===== src/hw/rtl/tdd_pkg.sv =====
`timescale 1ns / 1ps
package tdd_pkg;

  localparam int QUOTIENT_WIDTH = 64;
  localparam int WORD_WIDTH     = 64;
  localparam int TARGET_WIDTH   = 4 * WORD_WIDTH;
  localparam int DIFF_WIDTH     = 64;

  typedef enum logic {
    MODE_BDIFF = 1'b0,
    MODE_PDIFF = 1'b1
  } mode_t;

  // 0xFFFF << 208 and 2^224 - 1
  localparam logic [TARGET_WIDTH-1:0] NUM_BDIFF = {32'h0, 16'hFFFF, 208'h0};
  localparam logic [TARGET_WIDTH-1:0] NUM_PDIFF = {32'h0, {224{1'b1}}};

  // part of the numerator above the quotient bits; the bits below are all equal to the mode
  localparam logic [TARGET_WIDTH-1:0] NUM_BDIFF_HI = NUM_BDIFF >> QUOTIENT_WIDTH;
  localparam logic [TARGET_WIDTH-1:0] NUM_PDIFF_HI = NUM_PDIFF >> QUOTIENT_WIDTH;

  typedef struct packed {
    logic [TARGET_WIDTH-1:0]   rem;
    logic [TARGET_WIDTH-1:0]   den;
    logic [QUOTIENT_WIDTH-1:0] quo;
    mode_t                     mode;
    logic                      sat;
    logic                      dz;
  } stage_t;

  typedef struct packed {
    logic [DIFF_WIDTH-1:0] difficulty;
    logic                  saturated;
    logic                  divide_by_zero;
  } result_t;

endpackage


===== src/hw/rtl/tdd_entry.sv =====
`timescale 1ns / 1ps
module tdd_entry (
  input  logic                                clk,
  input  logic                                rst,
  input  logic                                en,
  input  logic                                in_valid,
  input  logic [tdd_pkg::TARGET_WIDTH-1:0]    target,
  input  tdd_pkg::mode_t                      mode,
  output logic                                out_valid,
  output tdd_pkg::stage_t                     out_stage
);

  logic [tdd_pkg::TARGET_WIDTH-1:0] num_hi;
  logic                             is_zero;
  logic                             too_big;

  always_comb begin
    num_hi  = (mode == tdd_pkg::MODE_PDIFF) ? tdd_pkg::NUM_PDIFF_HI : tdd_pkg::NUM_BDIFF_HI;
    is_zero = (target == '0);
    // quotient overflows exactly when target <= numerator >> quotient width
    too_big = !is_zero && (target <= num_hi);
  end

  always_ff @(posedge clk) begin
    if (rst) begin
      out_valid <= 1'b0;
    end else if (en) begin
      out_valid <= in_valid;
    end
    if (en && in_valid) begin
      out_stage.rem  <= num_hi;
      out_stage.den  <= target;
      out_stage.quo  <= '0;
      out_stage.mode <= mode;
      out_stage.sat  <= too_big;
      out_stage.dz   <= is_zero;
    end
  end

endmodule


===== config.mk =====
export PLATFORM = sky130hd
export DESIGN_NAME = tdd_entry
export DESIGN_NICKNAME = d
export VERILOG_FILES = /design/src/hw/rtl/tdd_pkg.sv /design/src/hw/rtl/tdd_entry.sv
export SDC_FILE = /design/constraint.sdc
export NUM_CORES = 1
export LEC_CHECK = 0
export BUFFER_PORTS_ARGS = -buffer_cell sky130_fd_sc_hd__buf_2
export CAP_MARGIN = 20
export CORE_AREA = 5 5 324 326
export CTS_BUF_LIST = sky130_fd_sc_hd__clkbuf_8 sky130_fd_sc_hd__clkbuf_16
export DETAILED_ROUTE_END_ITERATION = 8
export DIE_AREA = 0 0 329 331
export SLEW_MARGIN = 20
export SYNTH_ARGS = -nofsm -noshare
export SYNTH_HDL_FRONTEND = slang
export SYNTH_SLANG_ARGS = --single-unit

===== constraint.sdc =====
create_clock -name clk -period 22.1 [get_ports clk]
set_clock_uncertainty 0.1 [all_clocks]
set_input_delay 4.42 -clock clk [delete_from_list [all_inputs] [get_ports clk]]
set_output_delay 4.42 -clock clk [all_outputs]
set_load 0.02 [all_outputs]

Yosys cells after proc, flatten, opt, wreduce, memory -nomap -nowiden --
Cells that the tools add are included.
Storage, ports and cells: flip-flop bits (word level) 516, latch bits 0, RAM bits 0, memory bits (read-only) 0, output and inout bits 580, logic and storage cells 12, memories 0
Cells by class: add/subtract/negate cells 0, $mul 0, divide/modulo/power cells 0, $lt $le $gt $ge 1, equal/unequal tests 0, shifts and indexed selects 0, multiplexer cells 1, bitwise logic cells 0, reductions and logical operators 4
Operator list (count):
- 256-bit by 160-bit <= comparator with 1-bit output | 1
- 256-bit zero test | 1
- 144-bit 2-to-1 mux | 1
- 1-bit logical AND | 2
- 1-bit zero test | 1

Longest topological paths before layout --
depth after elaboration 3, mapped depth 10, depth with buffers taken out 10

Least setup slack after synthesis --
Ideal clock, no wire load.
path kind input -> register, start input port in_valid, end register out_stage[0] in the netlist's numbering (enable), library setup time 0.652 ns, arrival time 10.289 ns, data required time 21.348 ns, setup slack 11.059 ns, cell stages on the path 1, path buffers 0, cell sequence and2_1
On the way: cells in the longest elaborated chain, start to end 1
RTL lines:
- from (decl) | RTL line tdd_entry.sv:6 | input logic in_valid,
- 1-bit logical AND | RTL line tdd_entry.sv:30 | if (en && in_valid) begin
- to (decl) | RTL line tdd_entry.sv:10 | output tdd_pkg::stage_t out_stage
No other way between the ends. A chain may end at the register's enable or synchronous reset.

Worst setup path after layout --
start input port mode, end register out_stage[1] in the netlist's numbering (data pin)
On the way: cells in the longest elaborated chain, start to end 3
RTL lines:
- from (decl) | RTL line tdd_entry.sv:8 | input tdd_pkg::mode_t mode,
- 144-bit 2-to-1 mux | RTL line tdd_entry.sv:18 | num_hi = (mode == tdd_pkg::MODE_PDIFF) ? tdd_pkg::NUM_PDIFF_HI : tdd_pkg::NUM_BDIFF_HI;
- 256-bit by 160-bit <= comparator with 1-bit output | RTL line tdd_entry.sv:21 | too_big = !is_zero && (target <= num_hi);
- 1-bit logical AND | RTL line tdd_entry.sv:21
- net too_big | RTL line tdd_entry.sv:15 | logic too_big;
The timed path passes the listed nets, and every way through them passes these cells.

==> results.toml <==
[outcome]
status = "finished, final reports clean"

[cts]
cts_made_buffers = 36
cts_tree = "yes"
cts_hold_buf = 0
clock_sinks = 260
cts_resized = 0
post_cts_buffers = 0
htree_levels = 2
ctsLongestPathBuffers = 3
cts_root_buf = "clkbuf_16"
path_clk_slew_ns = 0.06
clk_latency_ns = 0.55

[power_and_ir_drop]
p_leak_nw = 7.92
ir_drop_mv = 0.0453
p_per_area_mw_per_mm2 = 79.2

[route]
met3_length_mm = 8.08
routed.top_layer = "met5"
routed_wl_mm = 71.9
drc_errors = 0
drtAntennaViolNets = 0
vias = 10400
drt-initial-drc-count = 414
dr_wl_met2_mm = 35.3
dr.pass1.iters = 4
wirelength_met1_mm = 26.3
wl_per_cell_um = 23.7
vias_per_cell = 3.42

[final_layout]
finalInstanceArea_mm2 = 0.0186
area_growth_pct = 33.0
n_fill_cell = 11200
utilization_pct = 18.3
drive_gt1_share_pct = 45.4
finalNetCount = 2031
multi_input_area_mm2 = 0.00442
seq_area_mm2 = 0.00780

[global_route]
grt_first_pass_wirelength_mm = 89.4
grt_overflow_total = 0
gr-usage-all-layers_pct = 12.3
grt_start_max_net_pins = 146
grt_pass1_vias = 10000
antenna_found_initial = 71

[synthesis]
synth_edf_count = 259
synth_area_mm2 = 0.0140
ys_warn_count = 0
synth_cell_types = 42
ys_ff_latch = 260
synth-main-ff-cell = "edfxtp_1"
yosys.area.top_type_share_pct = 55.6
synthTopCellsByArea = "edfxtp_1, buf_4, ha_1, nor4_1, a21oi_1"
yosysSeqAreaShare_pct = 55.8
syn_inst = 1062
yosysMostFrequentCell = "buf_4"
avgSynthCellArea_um2 = 13.2
ys_async_sr_fraction_pct = 0
ys_top_cells_by_count = "buf_4, edfxtp_1, ha_1"
synth_top_cell_by_area = "edfxtp_1"

[worst_setup_path]
critPathArrivalTime_ns = 7.83
worstPathRequired_ns = 22.43
critPathMaxFanout = 83
critPathKind = "input port to register"
r2r_slack_ns = 21.39
cp-end-kind = "register"
worst_setup_path_start_kind = "input port"

[floorplanning]
core_area_mm2 = 0.101
die_h_um = 331
num_rows = 117
die-width_um = 329
dieArea_mm2 = 0.109
io_pins = 841
initial_core_util_pct = 13.8

[sta]
min_period_over_period_pct = 34.0
relSlewSlack_pct = 5.40
setup_viol = 0
period_needed_ns = 7.51
hold_violations = 0
slew_viol_final = 0
fin_tns_setup_ns = 0
rsz0062_at_grt = "no"
max_freq_mhz = 133
worst_pin_slew_ns = 1.41

[placed_design]
placed_area_mm2 = 0.0173
globalplace.congestion = 0.791
place_hpwl_mm = 61.9
io_buffer_count = 664

[min_path]
hp-class = "register to register"

[run]
maxCapViolations = 0
kinds of logic after synthesis:
kind of cell / after synthesis / share of synthesized area, %
buf+inv: 326 / 17.3
flops: 260 / 55.8
simple gates: 214 / 9.14
fa+ha+maj: 144 / 12.9
compound gates: 116 / 4.79
other cells: 2 / 0.0537
state kept, by name, summed over array words and instances (netlist names):
register   flops
out_stage    259
out_valid      1
final timing paths:
path                  start      endpoint  depth (start not counted)
setup / recovery       mode  out_stage[1]                         12
hold reg to reg   out_valid     out_valid                          2
hold / removal    out_valid     out_valid                          2
setup reg to reg  out_valid     out_valid                          2
critical path, stage by stage:
cell and delay (ns):
buf_2 0.14, inv_6 0.36, buf_4 0.78, ha_1 0.29, nand4_1 0.11, nor4_1 0.34, nor3b_1 0.33, nand3_1 0.24
nor3_2 0.21, a21oi_1 0.10, nor3b_2 0.21, o311a_1 0.19
layout by cell type (no fill, tap or decap), types with 12 or more instances in the layout:
cell type	instances
a21oi_1	65
buf_2	664
clkbuf_16	36
conb_1	176
diode_2	12
edfxtp_1	259
ha_1	144
nand2_1	42
nand3_1	14
nand4_1	42
nor2_1	13
nor4_1	70
o21ai_0	19
through the flow:
stage | hold WS [ns] | total power [mW] | instances | worst slack [ns]
2_1_floorplan | 0.477 | 0.802 | 1236 | 11.06
3_3_place_gp | 0.367 | 0.875 | 2956 | 14.15
4_1_cts | 0.396 | 1.51 | 3020 | 14.57
3_5_place_dp | 0.381 | 0.878 | 2956 | 13.98
5_1_grt | 0.454 | 1.55 | 3025 | 14.33
6_report | 0.400 | 1.47 | 3032 | 14.60
where the power goes:
| part | internal, mW | switching [mW] |
|---|---|---|
| Sequential | 0.580 | 0.00772 |
| Combinational | 0.0746 | 0.202 |
| Clock | 0.362 | 0.247 |
cell type report:
class | count | area share (%)
inverter | 6 | 0.148
sequential | 260 | 41.9
timing repair buffer | 672 | 18.2
tap | 1368 | 9.21
clock inverter | 28 | 1.70
multi-input combinational | 650 | 23.8
clock buffer | 36 | 4.85
antenna | 12 | 0.162
per-layer routing:
layer / global-route usage (%) / vias up
li1: - / 4706
met1: 13.7 / 4823
met2: 21.8 / 654
met3: 4.95 / 162
met4: 3.39 / 16
met5: 0 / -
(Power assumes the default switching activity.)
