**src/hw/rtl/tdd_pkg.sv**
```systemverilog
`timescale 1ns / 1ps
package tdd_pkg;

  localparam int QUOTIENT_WIDTH = 64;
  localparam int WORD_WIDTH     = 64;
  localparam int TARGET_WIDTH   = 4 * WORD_WIDTH;
  localparam int DIFF_WIDTH     = 64;

  typedef enum logic {
    MODE_BDIFF = 1'b0,
    MODE_PDIFF = 1'b1
  } mode_t;

  // 0xFFFF << 208 and 2^224 - 1
  localparam logic [TARGET_WIDTH-1:0] NUM_BDIFF = {32'h0, 16'hFFFF, 208'h0};
  localparam logic [TARGET_WIDTH-1:0] NUM_PDIFF = {32'h0, {224{1'b1}}};

  // part of the numerator above the quotient bits; the bits below are all equal to the mode
  localparam logic [TARGET_WIDTH-1:0] NUM_BDIFF_HI = NUM_BDIFF >> QUOTIENT_WIDTH;
  localparam logic [TARGET_WIDTH-1:0] NUM_PDIFF_HI = NUM_PDIFF >> QUOTIENT_WIDTH;

  typedef struct packed {
    logic [TARGET_WIDTH-1:0]   rem;
    logic [TARGET_WIDTH-1:0]   den;
    logic [QUOTIENT_WIDTH-1:0] quo;
    mode_t                     mode;
    logic                      sat;
    logic                      dz;
  } stage_t;

  typedef struct packed {
    logic [DIFF_WIDTH-1:0] difficulty;
    logic                  saturated;
    logic                  divide_by_zero;
  } result_t;

endpackage

```
**src/hw/rtl/tdd_out_skid.sv**
```systemverilog
`timescale 1ns / 1ps
module tdd_out_skid (
  input  logic             clk,
  input  logic             rst,
  input  logic             in_valid,
  input  tdd_pkg::result_t in_res,
  output logic             en,
  output logic             out_valid,
  input  logic             out_stall,
  output tdd_pkg::result_t out_res
);

  logic             skid_valid;
  tdd_pkg::result_t skid_res;

  assign en = !skid_valid;

  always_ff @(posedge clk) begin
    if (rst) begin
      out_valid  <= 1'b0;
      skid_valid <= 1'b0;
    end else if (!skid_valid) begin
      if (in_valid) begin
        if (out_valid && out_stall) begin
          skid_valid <= 1'b1;
        end else begin
          out_valid <= 1'b1;
        end
      end else if (!out_stall) begin
        out_valid <= 1'b0;
      end
    end else if (!out_stall) begin
      skid_valid <= 1'b0;
    end

    if (!skid_valid) begin
      if (in_valid) begin
        if (out_valid && out_stall) begin
          skid_res <= in_res;
        end else begin
          out_res <= in_res;
        end
      end
    end else if (!out_stall) begin
      out_res <= skid_res;
    end
  end

endmodule
```
**config.mk**
```make
export PLATFORM = sky130hd
export DESIGN_NAME = tdd_out_skid
export DESIGN_NICKNAME = d
export VERILOG_FILES = /design/src/hw/rtl/tdd_pkg.sv /design/src/hw/rtl/tdd_out_skid.sv
export SDC_FILE = /design/constraint.sdc
export NUM_CORES = 1
export LEC_CHECK = 0
export ABC_CLOCK_PERIOD_IN_PS = 2940
export BUFFER_PORTS_ARGS = -buffer_cell sky130_fd_sc_hd__buf_2
export CORE_ASPECT_RATIO = 0.8
export CORE_UTILIZATION = 51
export CTS_BUF_LIST = sky130_fd_sc_hd__clkbuf_2 sky130_fd_sc_hd__clkbuf_4 sky130_fd_sc_hd__clkbuf_8
export CTS_CLUSTER_DIAMETER = 150
export CTS_CLUSTER_SIZE = 14
export DETAILED_ROUTE_END_ITERATION = 6
export PLACE_DENSITY = 0.78
export REMOVE_ABC_BUFFERS = 1
export SYNTH_ARGS = -nofsm -noshare
export SYNTH_HDL_FRONTEND = slang
export SYNTH_SLANG_ARGS = --single-unit
```
**constraint.sdc**
```tcl
create_clock -name clk -period 2.94 [get_ports clk]
set_input_delay 0.147 -clock clk [delete_from_list [all_inputs] [get_ports clk]]
set_output_delay 0.147 -clock clk [all_outputs]
set_load 0.1 [all_outputs]
```
# Word level (Yosys, flattened, before mapping)
# Cells that the tools add are included.
# totals
regBits,134
in_bits,70
output_inout_bits,68
wordCells,30
# op_classes
eq_ne,4
mux,11
bitwise_logic,1
reduce_logical,6
# ops
operator,n
$mux W66,4
$reduce_and A3 Y1,3
$ne A2 B2 Y1 const B,4
$mux W1,7
$reduce_bool A2 Y1,1
$logic_and A1 B1 Y1,1
$logic_not A1 Y1,1
$not A1 Y1,1

# Longest topological paths before layout
# Gate-level depths: netlist of the first run.
# depth
depth_word,4
depth_mapped,4
depth_no_buf,2

# Worst setup path after synthesis of the first run
# OpenSTA, ideal clock, no wires.
# synth_timing
kind,register to register
start,register skid_valid
end,"register skid_res[0] (netlist bit), enable pin"
setup_time_ps,430
t_arrival_ps,2810
required_time_ps,2510
setup_slack_ps,-299
stages_incl_launch_ff,4
path_buffers,1
synth_period_minus_slack_ps,3239
cell_sequence,dfxtp_1 > buf_6 > inv_1 > and4_1
# synth_via
elab_chain_len,2
# synth_lines
item,line,rtl
start: declaration,tdd_out_skid.sv:13,logic skid_valid;
start signal: assignment,tdd_out_skid.sv:21,skid_valid <= 1'b0;
start signal: assignment,tdd_out_skid.sv:25,skid_valid <= 1'b1;
start signal: assignment,tdd_out_skid.sv:33,skid_valid <= 1'b0;
$not A1 Y1 (no source line),n/a,
$reduce_and A3 Y1 (no source line),n/a,
end signal: assignment,tdd_out_skid.sv:39,skid_res <= in_res;
end: declaration,tdd_out_skid.sv:14,tdd_pkg::result_t skid_res;
# No other way between the ends.
# A chain may end at the register's enable or synchronous reset.

# Worst setup path after layout of the first run
# layout_timing
start,register skid_valid
end,register out_res[61] (netlist bit) (data pin)
# layout_via
elab_chain_len,1
# layout_lines
item,line,rtl
$mux W66,tdd_out_skid.sv:36,if (!skid_valid) begin
end signal: assignment,tdd_out_skid.sv:41,out_res <= in_res;
end signal: assignment,tdd_out_skid.sv:45,out_res <= skid_res;
end: declaration,tdd_out_skid.sv:10,output tdd_pkg::result_t out_res
# No other way between the ends.

==> metrics.cfg, run 1 <==
[synthesis]
synth.area.mux_share=0.190
syn_inst=217
yosysWarnings=0
synth_area_per_cell_um2=24.0
synthDistinctLibCells=13
synth_compound_area_frac=0.00529
synth_area_um2=5200
synth_edf_count=132
ys.flop_type=edfxtp_1
synth_top_family_by_area=multiplexers
yosysTopAreaCell=edfxtp_1
synthArstFlopShare=0
synth_xor_area_frac=0
synthTopCellsByCount=132 x edfxtp_1, 66 x mux2_4, 7 x buf_12
synthAdderAreaFrac=0
netlist.area_leader.share=0.762
ys_ff_latch=134
synth.area.top_cells=edfxtp_1 76%, mux2_4 19%, buf_12 2.7%, dfxtp_1 0.77%, nor3b_2 0.24%
ys_seq_area_frac=0.769
yosys.area_share.simple=0.00529
yosys.cell_count.top_type=edfxtp_1

[sta]
tightest_slew_ps=901
fin_ws_ps=909
setup_violations=0
hold_viol=0
rsz0062_at_grt=no
final.period_utilization=0.691
fmax_mhz=492
finalCriticalPeriod_ps=2030
whs_ps=60.9
fin_tns_setup_ps=0
fin_skew_ps=5.95
maxSlewViolCount=0
relSlewSlack=0.399

[critical_path]
crit_buf_inv=1
cp_slowest_stage_delay_ps=750
endpoint_kind=flop
cp_data_required_time_ps=3110
cpMaxStageDelayCell=dfxtp_4
start_kind=flop
critPathMaxFanout=37
cp_top_family=flip-flops
critPathKind=reg2reg
path_cells=buf_4, mux2_4
crit_arrival_ps=2200

[hold_path]
hp-class=in2reg

[finish]
drive_gt1_frac=0.527
final_util=0.721
syn2layout_area_growth_pct=35.4
fin_nets=506
layout.cells.non_filler=584
n_antenna_cell=0
stdcell_area_um2=7050

[global_route]
antenna_found_initial=0
grt_pass1_wl_um=14600
use_met2=0.329
use_met1=0.214
gr-usage-all-layers=0.192
overflow=0
grtUsageMet3=0.0851
grt.busiest_layer=met2
grt_pass1_vias=2948
grt_max_degree=67

[placed_design]
placed_area_um2=5950
place_ws_ps=885
numPortBuffers=137
hpwlAfterDp_um=5590
globalplace.congestion=0.710
dp_cells=484

[clock_network]
clockRootBuffer=clkbuf_8
clk_pin_slew_ps=70
clock_latency_ps=420
cts_tree=yes
clock_sinks=134
cts_max_level=4
cts.repair.resized=0
clockBufferDepth=2
cts_made_buffers=17

[drt]
wire_per_inst_um=16.5
wl_um=9620
drtIter0Drc=116
drc=0
first_pass_iters=4
num_vias=2767
ant_nets=0
viasPerCell=4.74

[die]
dieArea_um2=10600
initial_utilization=0.533
rows=32
die_h_um=92.4
die_x_um=115
coreArea_um2=9770
num_io_pins=138

[power]
powerDensity_nw_per_um2=659
finalPower_mw=4.64
peakVddDrop_v=0.000560
p_leak_nw=2.78

[run_status]
status=complete, no violations

[job]
cap_violations=0

==> worst reg2reg max path, cell delays in order, from the launching register on <==
cell and delay, ps:
dfxtp_4 750, buf_4 660, mux2_4 370
==> logic make-up after synthesis <==
group,after synthesis
AOI/OAI and AO/OA,5
and+or+nand+nor,3
DFF,134
muxes,66
buffers and inverters,9
==> placed cells by master (no fill, tap or decap) <==
master | Yosys | final
buf_2 | 0 | 137
edfxtp_1 | 132 | 132
dlygate4sd3_1 | 0 | 69
mux2_4 | 66 | 66
clkbuf_8 | 0 | 17
clkinv_2 | 0 | 4
bufinv_16 | 0 | 4
clkinv_1 | 0 | 4
a21oi_1 | 2 | 2
inv_1 | 1 | 1
o21ai_0 | 1 | 1
o21a_4 | 0 | 1
and4_4 | 0 | 1
nand2b_1 | 1 | 1
o21ai_1 | 1 | 1
nor3b_2 | 1 | 1
clkbuf_4 | 0 | 1
clkinvlp_4 | 0 | 1
dfxtp_1 | 2 | 1
buf_12 | 7 | 1
buf_4 | 0 | 1
dfxtp_4 | 0 | 1
==> sequential cells by signal (all words and copies together) (netlist names) <==
signal / count
skid_valid: 1
out_valid: 1
out_res: 66
skid_res: 66
==> power by group <==
group / switching, mW / internal (mW)
clock network: 0.655 / 0.910
registers: 0.0311 / 2.21
logic: 0.613 / 0.223
==> per-layer routing <==
| metal | vias to the layer above | wire length (µm) |
|---|---|---|
| li1 | 1300 | - |
| met1 | 1346 | 3900 |
| met2 | 109 | 4860 |
| met3 | 12 | 764 |
| met4 | 0 | 93 |
| met5 | - | 0 |
==> what timing repair did <==
action | 4_1_cts | 5_1_grt
endpoints found under the setup margin | 0 | 0
hold endpoints to repair | 68 | 0
hold buffers | 69 | 0
setup buffers | 0 | 0
==> cell type report <==
class	count	area [µm²]
Clock buffer	18	241
Clock inverter	13	163
Fill cell	622	2720
Inverter	1	3.75
Multi-Input combinational cell	74	1060
Sequential cell	134	4010
Tap cell	136	170
Timing Repair Buffer	208	1400
==> worst paths after layout <==
check	slack [ps]	cells past startpoint	startpoint	end
setup / recovery	910	2	skid_valid	out_res[61]
hold / removal	60	3	out_stall	out_valid
setup reg to reg	910	2	skid_valid	out_res[61]
hold reg to reg	540	2	out_valid	out_valid
(Power assumes the default switching activity.)
==> inputs of run 2 (changes only) <==
--- a/config.mk
+++ b/config.mk
@@ -5,7 +5,7 @@
 export SDC_FILE = /design/constraint.sdc
 export NUM_CORES = 1
 export LEC_CHECK = 0
-export ABC_CLOCK_PERIOD_IN_PS = 2940
+export ABC_CLOCK_PERIOD_IN_PS = 2000
 export BUFFER_PORTS_ARGS = -buffer_cell sky130_fd_sc_hd__buf_2
 export CORE_ASPECT_RATIO = 0.8
 export CORE_UTILIZATION = 51
==> constraint.sdc (replaced) <==
create_clock -name clk -period 2 [get_ports clk]
set_input_delay 0.1 -clock clk [delete_from_list [all_inputs] [get_ports clk]]
set_output_delay 0.1 -clock clk [all_outputs]
set_load 0.1 [all_outputs]
==> run 2 against run 1 <==
Against the previous run:
- routed wire length up 0.91%
- clock power up 41%
- via count up 1.4%
- utilization up 0.74 points
- critical endpoint is now out_valid
- largest power group unchanged
- total power up 45%
- first-iteration DRC count up 21%
- largest cell class unchanged
==> metrics.cfg, run 2 (same netlist as run 1, synthesis figures left out) <==
[critical_path]
cp_slowest_stage_delay_ps=550
crit_buf_inv=2
start_kind=flop
crit_arrival_ps=1910
critPathMaxFanout=13
cpMaxStageDelayCell=dlygate4sd3_1
critPathKind=reg2reg
endpoint_kind=flop
path_cells=buf_4, nand2b_1, a21oi_1, dlygate4sd3_1
cp_top_family=buffers and inverters
cp_data_required_time_ps=2310

[die]
rows=32
die_x_um=115
coreArea_um2=9770
num_io_pins=138
die_h_um=92.4
initial_utilization=0.533
dieArea_um2=10600

[global_route]
grt_pass1_wl_um=14500
gr-usage-all-layers=0.192
grt_pass1_vias=2916
overflow=0
grt_max_degree=40
antenna_found_initial=0

[sta]
maxSlewViolCount=0
final.period_utilization=0.800
hold_viol=0
relSlewSlack=0.661
rsz0062_at_grt=no
fin_skew_ps=10.8
fmax_mhz=625
tightest_slew_ps=512
setup_violations=0
fin_tns_setup_ps=0
finalCriticalPeriod_ps=1600

[power]
finalPower_mw=6.74
peakVddDrop_v=0.000829
p_sw_frac=0.283
clkPwrFrac=0.327
p_int_mw=4.84
pwr-share-seq=0.487
combPwrFrac=0.186
p_leak_nw=2.81
powerDensity_nw_per_um2=948
p_sw_mw=1.91

[placed_design]
globalplace.congestion=0.689
hpwlAfterDp_um=5980
numPortBuffers=137
dp_cells=489

[drt]
num_vias=2806
drtIter0Drc=140
viasPerCell=4.75
ant_nets=0
first_pass_iters=4
drc=0
wl_um=9710
wire_per_inst_um=16.4

[clock_network]
post_cts.repair.setup_buffers=0
clockRootBuffer=clkbuf_8
clock_latency_ps=430
cts_hold_buf=70
cts.repair.resized=0
clockBufferDepth=2
clk_pin_slew_ps=80
cts_tree=yes
cts_max_level=4
cts_made_buffers=17
clock_sinks=134

[finish]
n_antenna_cell=0
final_cell_mix=137 x buf_2, 132 x edfxtp_1, 70 x dlygate4sd3_1, 66 x mux2_4, 17 x clkbuf_8
mostFrequentLayoutCell=buf_2
drive_gt1_frac=0.532
layout.cells.non_filler=591
fin_nets=512
syn2layout_area_growth_pct=36.8
largestRegisters=out_res x66, skid_res x66

[run_status]
status=complete, no violations

[hold_path]
hp-class=in2reg

[job]
cap_violations=0

## run 2: changes by cell type in the layout (fill, tap and decap cells not counted)
| cell | change |
|---|---|
| buf_4 | +2 |
| dlygate4sd3_1 | +1 |
| clkinv_2 | -1 |
| buf_12 | +3 |
| bufinv_16 | -1 |
| clkbuf_4 | +2 |
| clkinvlp_4 | +1 |
## run 2: routing by layer
metal  track usage  up-vias  share of wire
li1              -     1315              -
met4        0.0790        0          0.011
met5             0        -              0
met2         0.324      110           0.50
met3        0.0772       10          0.076
met1         0.216     1371           0.41
## run 2: per-stage QoR
stage,util,hold WS [ps],worst slack [ps],cell area [µm²]
2_1_floorplan,-,169,-3880,5050
3_3_place_gp,0.617,278,495,6030
3_5_place_dp,0.617,284,457,6030
4_1_cts,0.729,277,388,7120
5_1_grt,0.729,323,291,7120
6_report,0.729,302,399,7120
## run 2: layout make-up
cell class	count	area, µm²
sequential	134	4010
fill	604	2650
timing repair buffer	214	1490
multi-input combinational	74	1060
clock buffer	20	256
tap	136	170
clock inverter	12	135
inverter	1	3.75
## run 2: worst paths after layout
| kind | from | endpoint | slack [ps] | depth (start not counted) |
|---|---|---|---|---|
| max | skid_valid | out_valid | 400 | 4 |
| min | out_stall | out_res[3] | 300 | 3 |
| max reg2reg | skid_valid | out_valid | 400 | 4 |
| min reg2reg | skid_res[3] | out_res[3] | 540 | 1 |
## run 2: worst min-delay path: cells and delay by family
family	cells	cell delay [ps]
buffers and inverters	1	100
AOI/OAI and AO/OA	2	330
## run 2: power by group through the flow
| stage | registers [mW] | clock network (mW) | logic (mW) |
|---|---|---|---|
| finish | 3.29 | 2.21 | 1.25 |
| global route | 3.30 | 2.35 | 1.29 |
| CTS | 3.29 | 2.24 | 1.25 |
| detailed placement | 3.35 | 0 | 1.15 |
| global placement | 3.34 | 0 | 1.13 |
| floorplan | 4.07 | 0 | 0.192 |
