File: config.mk
export PLATFORM = sky130hd
export DESIGN_NAME = tdd_div_cell
export DESIGN_NICKNAME = d
export VERILOG_FILES = /design/src/hw/rtl/tdd_pkg.sv /design/src/hw/rtl/tdd_div_cell.sv
export SDC_FILE = /design/constraint.sdc
export NUM_CORES = 1
export LEC_CHECK = 0
export ABC_CLOCK_PERIOD_IN_PS = 33900
export BUFFER_PORTS_ARGS = -buffer_cell sky130_fd_sc_hd__buf_2
export CAP_MARGIN = 10
export CORE_AREA = 3 3 458 460
export CTS_CLUSTER_SIZE = 20
export DETAILED_ROUTE_END_ITERATION = 8
export DIE_AREA = 0 0 461 463
export GPL_TIMING_DRIVEN = 0
export PLACE_DENSITY_LB_ADDON = 0.08
export SLEW_MARGIN = 20
export SYNTH_ARGS = -nofsm -noshare
export SYNTH_HDL_FRONTEND = slang
export SYNTH_SLANG_ARGS = --single-unit
File: constraint.sdc
create_clock -name clk -period 33.9 [get_ports clk]
set_input_delay 10.17 -clock clk [delete_from_list [all_inputs] [get_ports clk]]
set_output_delay 10.17 -clock clk [all_outputs]
set_load 0.005 [all_outputs]
File: src/hw/rtl/tdd_pkg.sv
`timescale 1ns / 1ps
package tdd_pkg;

  localparam int QUOTIENT_WIDTH = 64;
  localparam int WORD_WIDTH     = 64;
  localparam int TARGET_WIDTH   = 4 * WORD_WIDTH;
  localparam int DIFF_WIDTH     = 64;

  typedef enum logic {
    MODE_BDIFF = 1'b0,
    MODE_PDIFF = 1'b1
  } mode_t;

  // 0xFFFF << 208 and 2^224 - 1
  localparam logic [TARGET_WIDTH-1:0] NUM_BDIFF = {32'h0, 16'hFFFF, 208'h0};
  localparam logic [TARGET_WIDTH-1:0] NUM_PDIFF = {32'h0, {224{1'b1}}};

  // part of the numerator above the quotient bits; the bits below are all equal to the mode
  localparam logic [TARGET_WIDTH-1:0] NUM_BDIFF_HI = NUM_BDIFF >> QUOTIENT_WIDTH;
  localparam logic [TARGET_WIDTH-1:0] NUM_PDIFF_HI = NUM_PDIFF >> QUOTIENT_WIDTH;

  typedef struct packed {
    logic [TARGET_WIDTH-1:0]   rem;
    logic [TARGET_WIDTH-1:0]   den;
    logic [QUOTIENT_WIDTH-1:0] quo;
    mode_t                     mode;
    logic                      sat;
    logic                      dz;
  } stage_t;

  typedef struct packed {
    logic [DIFF_WIDTH-1:0] difficulty;
    logic                  saturated;
    logic                  divide_by_zero;
  } result_t;

endpackage

File: src/hw/rtl/tdd_div_cell.sv
`timescale 1ns / 1ps
module tdd_div_cell (
  input  logic            clk,
  input  logic            rst,
  input  logic            en,
  input  logic            in_valid,
  input  tdd_pkg::stage_t in_stage,
  output logic            out_valid,
  output tdd_pkg::stage_t out_stage
);

  logic [tdd_pkg::TARGET_WIDTH:0]   shifted;
  logic [tdd_pkg::TARGET_WIDTH+1:0] diff;
  logic                             take;
  tdd_pkg::stage_t                  stage_next;

  always_comb begin
    // bring in the next numerator bit, which equals the mode below the high part
    shifted = {in_stage.rem, (in_stage.mode == tdd_pkg::MODE_PDIFF)};
    diff    = {1'b0, shifted} - {2'b00, in_stage.den};
    take    = !diff[tdd_pkg::TARGET_WIDTH+1];
    stage_next     = in_stage;
    stage_next.rem = take ? diff[tdd_pkg::TARGET_WIDTH-1:0]
                          : shifted[tdd_pkg::TARGET_WIDTH-1:0];
    stage_next.quo = {in_stage.quo[tdd_pkg::QUOTIENT_WIDTH-2:0], take};
  end

  always_ff @(posedge clk) begin
    if (rst) begin
      out_valid <= 1'b0;
    end else if (en) begin
      out_valid <= in_valid;
    end
    if (en && in_valid) begin
      out_stage <= stage_next;
    end
  end

endmodule

## Yosys cells after proc, flatten, opt, wreduce, memory -nomap -nowiden

Cells that the tools add are included.

- Flip-flop bits (word level): 580
- Input port bits: 583
- Output and inout bits: 580
- Logic and storage cells: 11

- Mux-type cells: 1
- Add/sub/neg operators: 1
- Reductions and logical operators: 2

Operators with widths:

| operator | number |
|---|---|
| subtractor 257 x 256 -> 258 bit | 1 |
| two-way mux 256 bit | 1 |
| logical AND 1 bit | 1 |
| logical NOT 1 bit | 1 |

## Logic depth before layout (Yosys ltp)

Gate-level depths: netlist (run 1).

- Word-level depth: 2
- Gate-level depth with buffers: 20
- Gate-level depth less buffers: 17

## Least setup slack after synthesis (run 1)

No wires, ideal clock.

- Kind: input to register
- Start: input in_valid
- End: register out_stage[0] (netlist name), enable pin
- Buffers on the path: 0
- Path slack: 9.711 ns
- Stages: 1
- Arrival time: 23.171 ns
- Required time: 32.882 ns
- Setup time: 1.018 ns
- Cells stage by stage: and2_1

- Cells in the longest elaborated chain, start to end: 1

Ends and longest elaborated chain:

| element | line | source |
|---|---|---|
| start: declaration | tdd_div_cell.sv:6 | `input logic in_valid,` |
| logical AND 1 bit | tdd_div_cell.sv:34 | `if (en && in_valid) begin` |
| end signal: assignment | tdd_div_cell.sv:35 | `out_stage <= stage_next;` |
| end: declaration | tdd_div_cell.sv:9 | `output tdd_pkg::stage_t out_stage` |

No other way between the ends.
A chain may end at the register's enable or synchronous reset.

==> flow_metrics.env, run 1 <==
export IMPL_fin_skew_ns=0
export IMPL_ys_seq_area_share_pct=42.75
export IMPL_multi_input_area_um2=21370
export IMPL_drc=0
export IMPL_placementRows=167
export IMPL_finalSetupTns_ns=0
export IMPL_p_int_w=0.001586
export IMPL_htree_num_levels=3
export IMPL_clock_path_buffers=3
export IMPL_setup_viol=0
export IMPL_layout_commonest_cell="buf_2"
export IMPL_final_antenna_net_count=0
export IMPL_gp_congestion=0.9103
export IMPL_cts_sinks=580
export IMPL_synth_edff_count=579
export IMPL_numCtsBuffers=79
export IMPL_grt_pass1_wl_mm=326.2
export IMPL_post_route_util_pct=25.64
export IMPL_dr_total_vias=41070
export IMPL_powerDensity_nw_per_um2=46.33
export IMPL_hold_slack_ns=0.4969
export IMPL_p_sw_share_pct=35.33
export IMPL_worst_pin_slew_ns=1.222
export IMPL_cp_arrival_ns=16.90
export IMPL_cp_startpoint="in_stage[147]"
export IMPL_cts_tree="built"
export IMPL_final_layout_size_suffix_gt1_share_pct=24.06
export IMPL_synth_area_um2=40720
export IMPL_drv_cap=0
export IMPL_grt_ovfl_total=0
export IMPL_irDropWorstVdd_mv=0.03438
export IMPL_drt_iter0_markers=3136
export IMPL_hold_start="out_valid"
export IMPL_syn_avg_cell_area_um2=8.886
export IMPL_crit_type="in2reg"
export IMPL_cts_root_buf="clkbuf_16"
export IMPL_rsz0062_at_grt="false"
export IMPL_fmax_mhz=60.58
export IMPL_dr_pass1_iters=5
export IMPL_path_max_fanout=12
export IMPL_synthToLayoutAreaGrowth_pct=29.99
export IMPL_worstPathRequired_ns=34.30
export IMPL_die_height_um=463
export IMPL_status="finished clean"
export IMPL_io_pins=1163
export IMPL_yosys_register_bits=580
export IMPL_final_seq_area_um2=17410
export IMPL_via_per_inst=4.762
export IMPL_hold_class="reg2reg"
export IMPL_p_seq_share_pct=36.2
export IMPL_core_area_um2=206400
export IMPL_grt_max_degree=52
export IMPL_dp_hpwl_mm=207.5
export IMPL_layout_nets=6682
export IMPL_p_sw_w=0.0008662
export IMPL_grt_usage_pct=21.54
export IMPL_holdBufCountCts=0
export IMPL_wl_per_cell_um=27.85
export IMPL_post_cts_buffers=0
export IMPL_final_cell_mix="1217 x buf_2, 648 x nand2_1, 579 x edfxtp_1, 492 x o21ai_0, 471 x a21oi_1"
export IMPL_relSlewSlack_pct=17.86
export IMPL_grt_pass1_vias=41040
export IMPL_hold_viol=0
export IMPL_power_w=0.002452
export IMPL_antenna_found_initial=90
export IMPL_cp_end_kind="register"
export IMPL_synth_cells=4582
export IMPL_finalMaxSlewViolations=0
export IMPL_die_w_um=461
export IMPL_post_cts_resized=0
export IMPL_rr_startpoint="out_valid"
export IMPL_fin_crit_sh_pct=48.70
export IMPL_layout_min_cycle_time_ns=16.51
export IMPL_dieArea_um2=213400
export IMPL_port_buffers=1161
export IMPL_synth_ff_type="edfxtp_1"
export IMPL_synth_nets=5422
export IMPL_clk_latency_ns=0.69
export IMPL_synthArstFlopShare_pct=0
export IMPL_yosys_warnings=0
export IMPL_combPwrFrac_pct=29.6
export IMPL_cts_reportedPaths_clkPinSlew_ns=0.06
export IMPL_power_leakage_nw=21.50
export IMPL_p_clk_share_pct=34.2
export IMPL_startpoint_type="input pin"
export IMPL_postRouteWirelength_mm=240.1
export IMPL_synth_distinct_cells=88
export IMPL_initial_core_util_pct=19.72
export IMPL_fill_cells=22930
==> flip-flops by register name, indices dropped and copies added (netlist names) <==
name,flops
out_valid,1
out_stage,579
==> final cells by class <==
| class | count | share of cell area (%) |
|---|---|---|
| Clock buffer | 102 | 3.979 |
| Multi-Input combinational cell | 3489 | 40.38 |
| Inverter | 321 | 2.277 |
| Antenna cell | 18 | 0.08511 |
| Buffer | 192 | 1.558 |
| Sequential cell | 580 | 32.89 |
| Timing Repair Buffer | 1179 | 11.72 |
| Tap cell | 2704 | 6.392 |
| Clock inverter | 38 | 0.7187 |
==> cell families (layout without fill, tap and decap cells) <==
kind of cell             count (synthesis)  after routing  share of synthesized area [%]
AND/OR/NAND/NOR                       1429           1429                          15.97
buffers and inverters                  513           1832                          4.981
XOR/XNOR                               243            243                          5.227
adder cells (fa/ha/maj)                257            257                          7.916
AO/OA/AOI/OAI                         1550           1550                          22.88
flip-flops                             580            580                          42.75
other                                    0             18                              0
multiplexers                            10             10                         0.2673
==> synth_stat cells (31+ instances only) <==
| cell | instances | share of area [%] |
|---|---|---|
| xnor2_1 | 130 | 2.8 |
| edfxtp_1 | 579 | 43 |
| buf_2 | 55 | 0.68 |
| a21oi_1 | 471 | 5.8 |
| inv_1 | 320 | 3.0 |
| nand4_1 | 146 | 2.2 |
| nor2_1 | 328 | 3.0 |
| xor2_1 | 113 | 2.4 |
| o21ai_1 | 44 | 0.54 |
| and4_1 | 31 | 0.67 |
| nor3_1 | 85 | 1.0 |
| o21ai_0 | 494 | 6.1 |
| a21o_1 | 136 | 2.5 |
| o31ai_1 | 34 | 0.63 |
| ha_1 | 256 | 7.9 |
| a21boi_0 | 31 | 0.57 |
| o21a_1 | 47 | 0.87 |
| nand3_1 | 39 | 0.48 |
| a31oi_1 | 49 | 0.75 |
| nand2_1 | 648 | 6.0 |
| o21bai_1 | 91 | 1.7 |
| clkbuf_1 | 130 | 1.2 |
==> through the flow <==
step	std cells	cell area (µm²)	setup slack, ns
after detailed placement	8465	50390	16.72
after global placement	8447	49910	1.145
after floorplan	4582	40720	9.711
after global routing	8609	52890	17.20
final	8623	52930	17.39
after CTS	8605	52880	17.53
==> worst max-delay path, cell delays in order <==
cell	delay (ns)
buf_2	0.10
inv_1	0.08
ha_1	0.29
clkbuf_1	0.22
a21oi_1	0.31
o21ai_0	0.25
a221oi_1	0.61
o221ai_1	0.29
nand2_1	0.13
o21ai_0	0.08
a31oi_1	0.84
o21a_1	0.41
o21ai_2	0.34
a211oi_4	0.77
buf_2	0.57
buf_2	0.59
buf_2	0.44
nand2_1	0.14
o41ai_1	0.20
==> worst paths after layout <==
check / endpoint / slack, ns / cells past startpoint
setup / recovery: out_stage[482] / 17.39 / 19
hold / removal: out_valid / 0.50 / 2
setup reg to reg: out_valid / 33.31 / 2
hold reg to reg: out_valid / 0.50 / 2
==> power groups by stage <==
stage	clock network [W]	registers [W]	logic (W)
final	0.000839	0.000888	0.000725
after global routing	0.000900	0.000893	0.000788
after CTS	0.000879	0.000889	0.000729
after detailed placement	0	0.000902	0.000724
after global placement	0	0.000933	0.000721
after floorplan	0	0.000929	0.000359
==> metal layers <==
metal  routed length [µm]  GRT usage, %
met2               113000         36.14
met3                17810         5.033
met4                 4569         4.143
met5                  217             0
met1               104600         28.20
Power figures use the tool's default switching activity.
==> run 2, diff against run 1 <==
Settings changed: ABC_AREA set to 1, ABC_CLOCK_PERIOD_IN_PS 33900 to 13900, CORE_AREA 3 3 458 460 to 3 3 457 459, DIE_AREA 0 0 461 463 to 0 0 460 462.
Clock period 33.9 ns to 13.9 ns, I/O delays scaled along.
==> flow_metrics.env, run 2 <==
export IMPL_status="finished clean"
export IMPL_crit_chain="buf_2, inv_1, ha_1, nand2_1, nor2_1, nand2_1, nor2_1, inv_1, nor2_1, inv_1, nor2_1, nand3_1, nand3_1, nand2_1, nand3_2, nand2_1"
export IMPL_placementRows=166
export IMPL_irDropWorstVdd_mv=0.09410
export IMPL_power_leakage_nw=38.00
export IMPL_worst_pin_slew_ns=1.219
export IMPL_synth_cells=9011
export IMPL_cp_top_family="simple AND/OR/NAND/NOR gates"
export IMPL_rsz0062_at_grt="false"
export IMPL_finalMaxSlewViolations=0
export IMPL_drc=0
export IMPL_clk_latency_ns=0.72
export IMPL_dr_total_vias=59920
export IMPL_layout_min_cycle_time_ns=8.789
export IMPL_final_antenna_net_count=0
export IMPL_post_cts_buffers=0
export IMPL_cts_tree="built"
export IMPL_core_area_um2=204800
export IMPL_dieArea_um2=212500
export IMPL_largest_reg_flops=579
export IMPL_io_pins=1163
export IMPL_die_height_um=462
export IMPL_path_max_fanout=5
export IMPL_critPathBufInv=4
export IMPL_via_per_inst=4.603
export IMPL_holdBufCountCts=0
export IMPL_clock_path_buffers=3
export IMPL_final_layout_size_suffix_gt1_share_pct=14.98
export IMPL_synth_most_common_cell="nand2_1"
export IMPL_dp_hpwl_mm=339.0
export IMPL_setup_viol=0
export IMPL_synth_area_um2=54610
export IMPL_drt_iter0_markers=5054
export IMPL_worstPathRequired_ns=14.36
export IMPL_synth_ff_type="edfxtp_1"
export IMPL_synth_top_area_share_pct=31.84
export IMPL_final_area_um2=66390
export IMPL_powerDensity_nw_per_um2=95.21
export IMPL_final_cell_mix="3827 x nand2_1, 2262 x inv_1, 1218 x buf_2, 752 x nor2_1, 579 x edfxtp_1"
export IMPL_synthArstFlopShare_pct=0
export IMPL_initial_core_util_pct=26.67
export IMPL_yosys_register_bits=580
export IMPL_r2r_cells=2
export IMPL_synth_nets=9851
export IMPL_cts_sinks=580
export IMPL_power_w=0.006321
export IMPL_postRouteWirelength_mm=373.3
export IMPL_dr_pass1_iters=6
export IMPL_pre_cts_ws_ns=4.511
export IMPL_synthToLayoutAreaGrowth_pct=21.56
export IMPL_max_flop_register="out_stage"
export IMPL_critical_path_depth=16
export IMPL_min_path_cells=2
export IMPL_gp_congestion=1.071
export IMPL_numCtsBuffers=69
export IMPL_ys_seq_area_share_pct=31.87
export IMPL_layout_nets=11100
export IMPL_setup_ws_ns=5.111
export IMPL_layout_commonest_cell="nand2_1"
export IMPL_drv_cap=0
export IMPL_fill_cells=23660
export IMPL_yosysTopAreaCell="edfxtp_1"
export IMPL_dpl_cell_area_um2=64180
export IMPL_fin_skew_ns=0
export IMPL_startpoint_type="input pin"
export IMPL_synth_area_leaders="edfxtp_1 32%, nand2_1 26%, inv_1 16%"
export IMPL_grt_max_degree=38
export IMPL_post_cts_resized=0
export IMPL_slowest_delay_ns=0.85
export IMPL_grt_usage_pct=33.92
export IMPL_yosys_warnings=0
export IMPL_syn_avg_cell_area_um2=6.061
export IMPL_grt_ovfl_total=0
export IMPL_cp_slowest_cell="nor2_1"
export IMPL_port_buffers=1161
export IMPL_htree_num_levels=3
export IMPL_fmax_mhz=113.8
export IMPL_wl_per_cell_um=28.68
export IMPL_finalSetupTns_ns=0
export IMPL_reg_largest_list="out_stage: 579 flops, out_valid: 1 flops"
export IMPL_netlist_top_cells_count="3827 x nand2_1, 2263 x inv_1, 752 x nor2_1"
export IMPL_cp_end_kind="register"
export IMPL_hold_viol=0
export IMPL_die_w_um=460
export IMPL_hold_class="reg2reg"
export IMPL_grt_pass1_vias=58200
export IMPL_cp_arrival_ns=9.25
export IMPL_synth_distinct_cells=34
export IMPL_grt_pass1_wl_mm=488.9
export IMPL_synth_edff_count=579
export IMPL_fin_crit_sh_pct=63.23
export IMPL_antenna_found_initial=50
export IMPL_crit_type="in2reg"
export IMPL_relSlewSlack_pct=18.76
export IMPL_cts_reportedPaths_clkPinSlew_ns=0.06
export IMPL_cts_root_buf="clkbuf_16"
==> run 2: final cells by class <==
class                           instances  area, µm²  share of cell area (%)
Antenna cell                           18      45.04                 0.06785
Buffer                                 84      666.9                   1.005
Clock buffer                           95       1917                   2.887
Clock inverter                         26      251.5                  0.3788
Inverter                             2292       8607                   12.96
Multi-Input combinational cell       6055      27950                   42.11
Sequential cell                       580      17410                   26.22
Tap cell                             2688       3363                   5.066
Timing Repair Buffer                 1179       6178                   9.306
==> run 2: report_power, final <==
group / switching [W] / total (W) / internal, W
Clock: 0.000778 / 0.00179 / 0.00101
Sequential: 0.0000396 / 0.00216 / 0.00212
Combinational: 0.00173 / 0.00237 / 0.000643
==> run 2: logic make-up after synthesis <==
logic type,after synthesis,synth area share (%)
buffers and inverters,2376,16.97
AO/OA/AOI/OAI,290,2.761
XOR/XNOR,127,2.037
AND/OR/NAND/NOR,5381,40.46
adder cells (fa/ha/maj),257,5.901
flip-flops,580,31.87
==> run 2: worst reg2reg max path, stage by stage (launching register included) <==
cell,delay [ns]
dfxtp_1,0.34
nand2_1,0.06
a21oi_1,0.12
==> run 2: metal layers <==
layer  up-vias  GRT usage, %  wire (µm)
met1     28140         42.22     157100
met3       378         5.109      20600
li1      29380             -          -
met4         6         15.24      18950
met2      2013         57.83     176500
met5         -             0         45
==> run 2: path summary, 6_finish.rpt <==
check,slack (ns),from,end
setup / recovery,5.11,in_stage[232],out_stage[504]
hold / removal,0.48,out_valid,out_valid
setup reg to reg,13.31,out_valid,out_valid
hold reg to reg,0.48,out_valid,out_valid
==> run 2: metrics by stage <==
step	std cells	utilization, %	hold slack, ns
2_1_floorplan	9011	-	0.4491
3_3_place_gp	12860	31.15	0.4438
3_5_place_dp	12880	31.34	0.4779
4_1_cts	13000	32.40	0.4859
5_1_grt	13010	32.40	0.5210
6_report	13020	32.42	0.4814
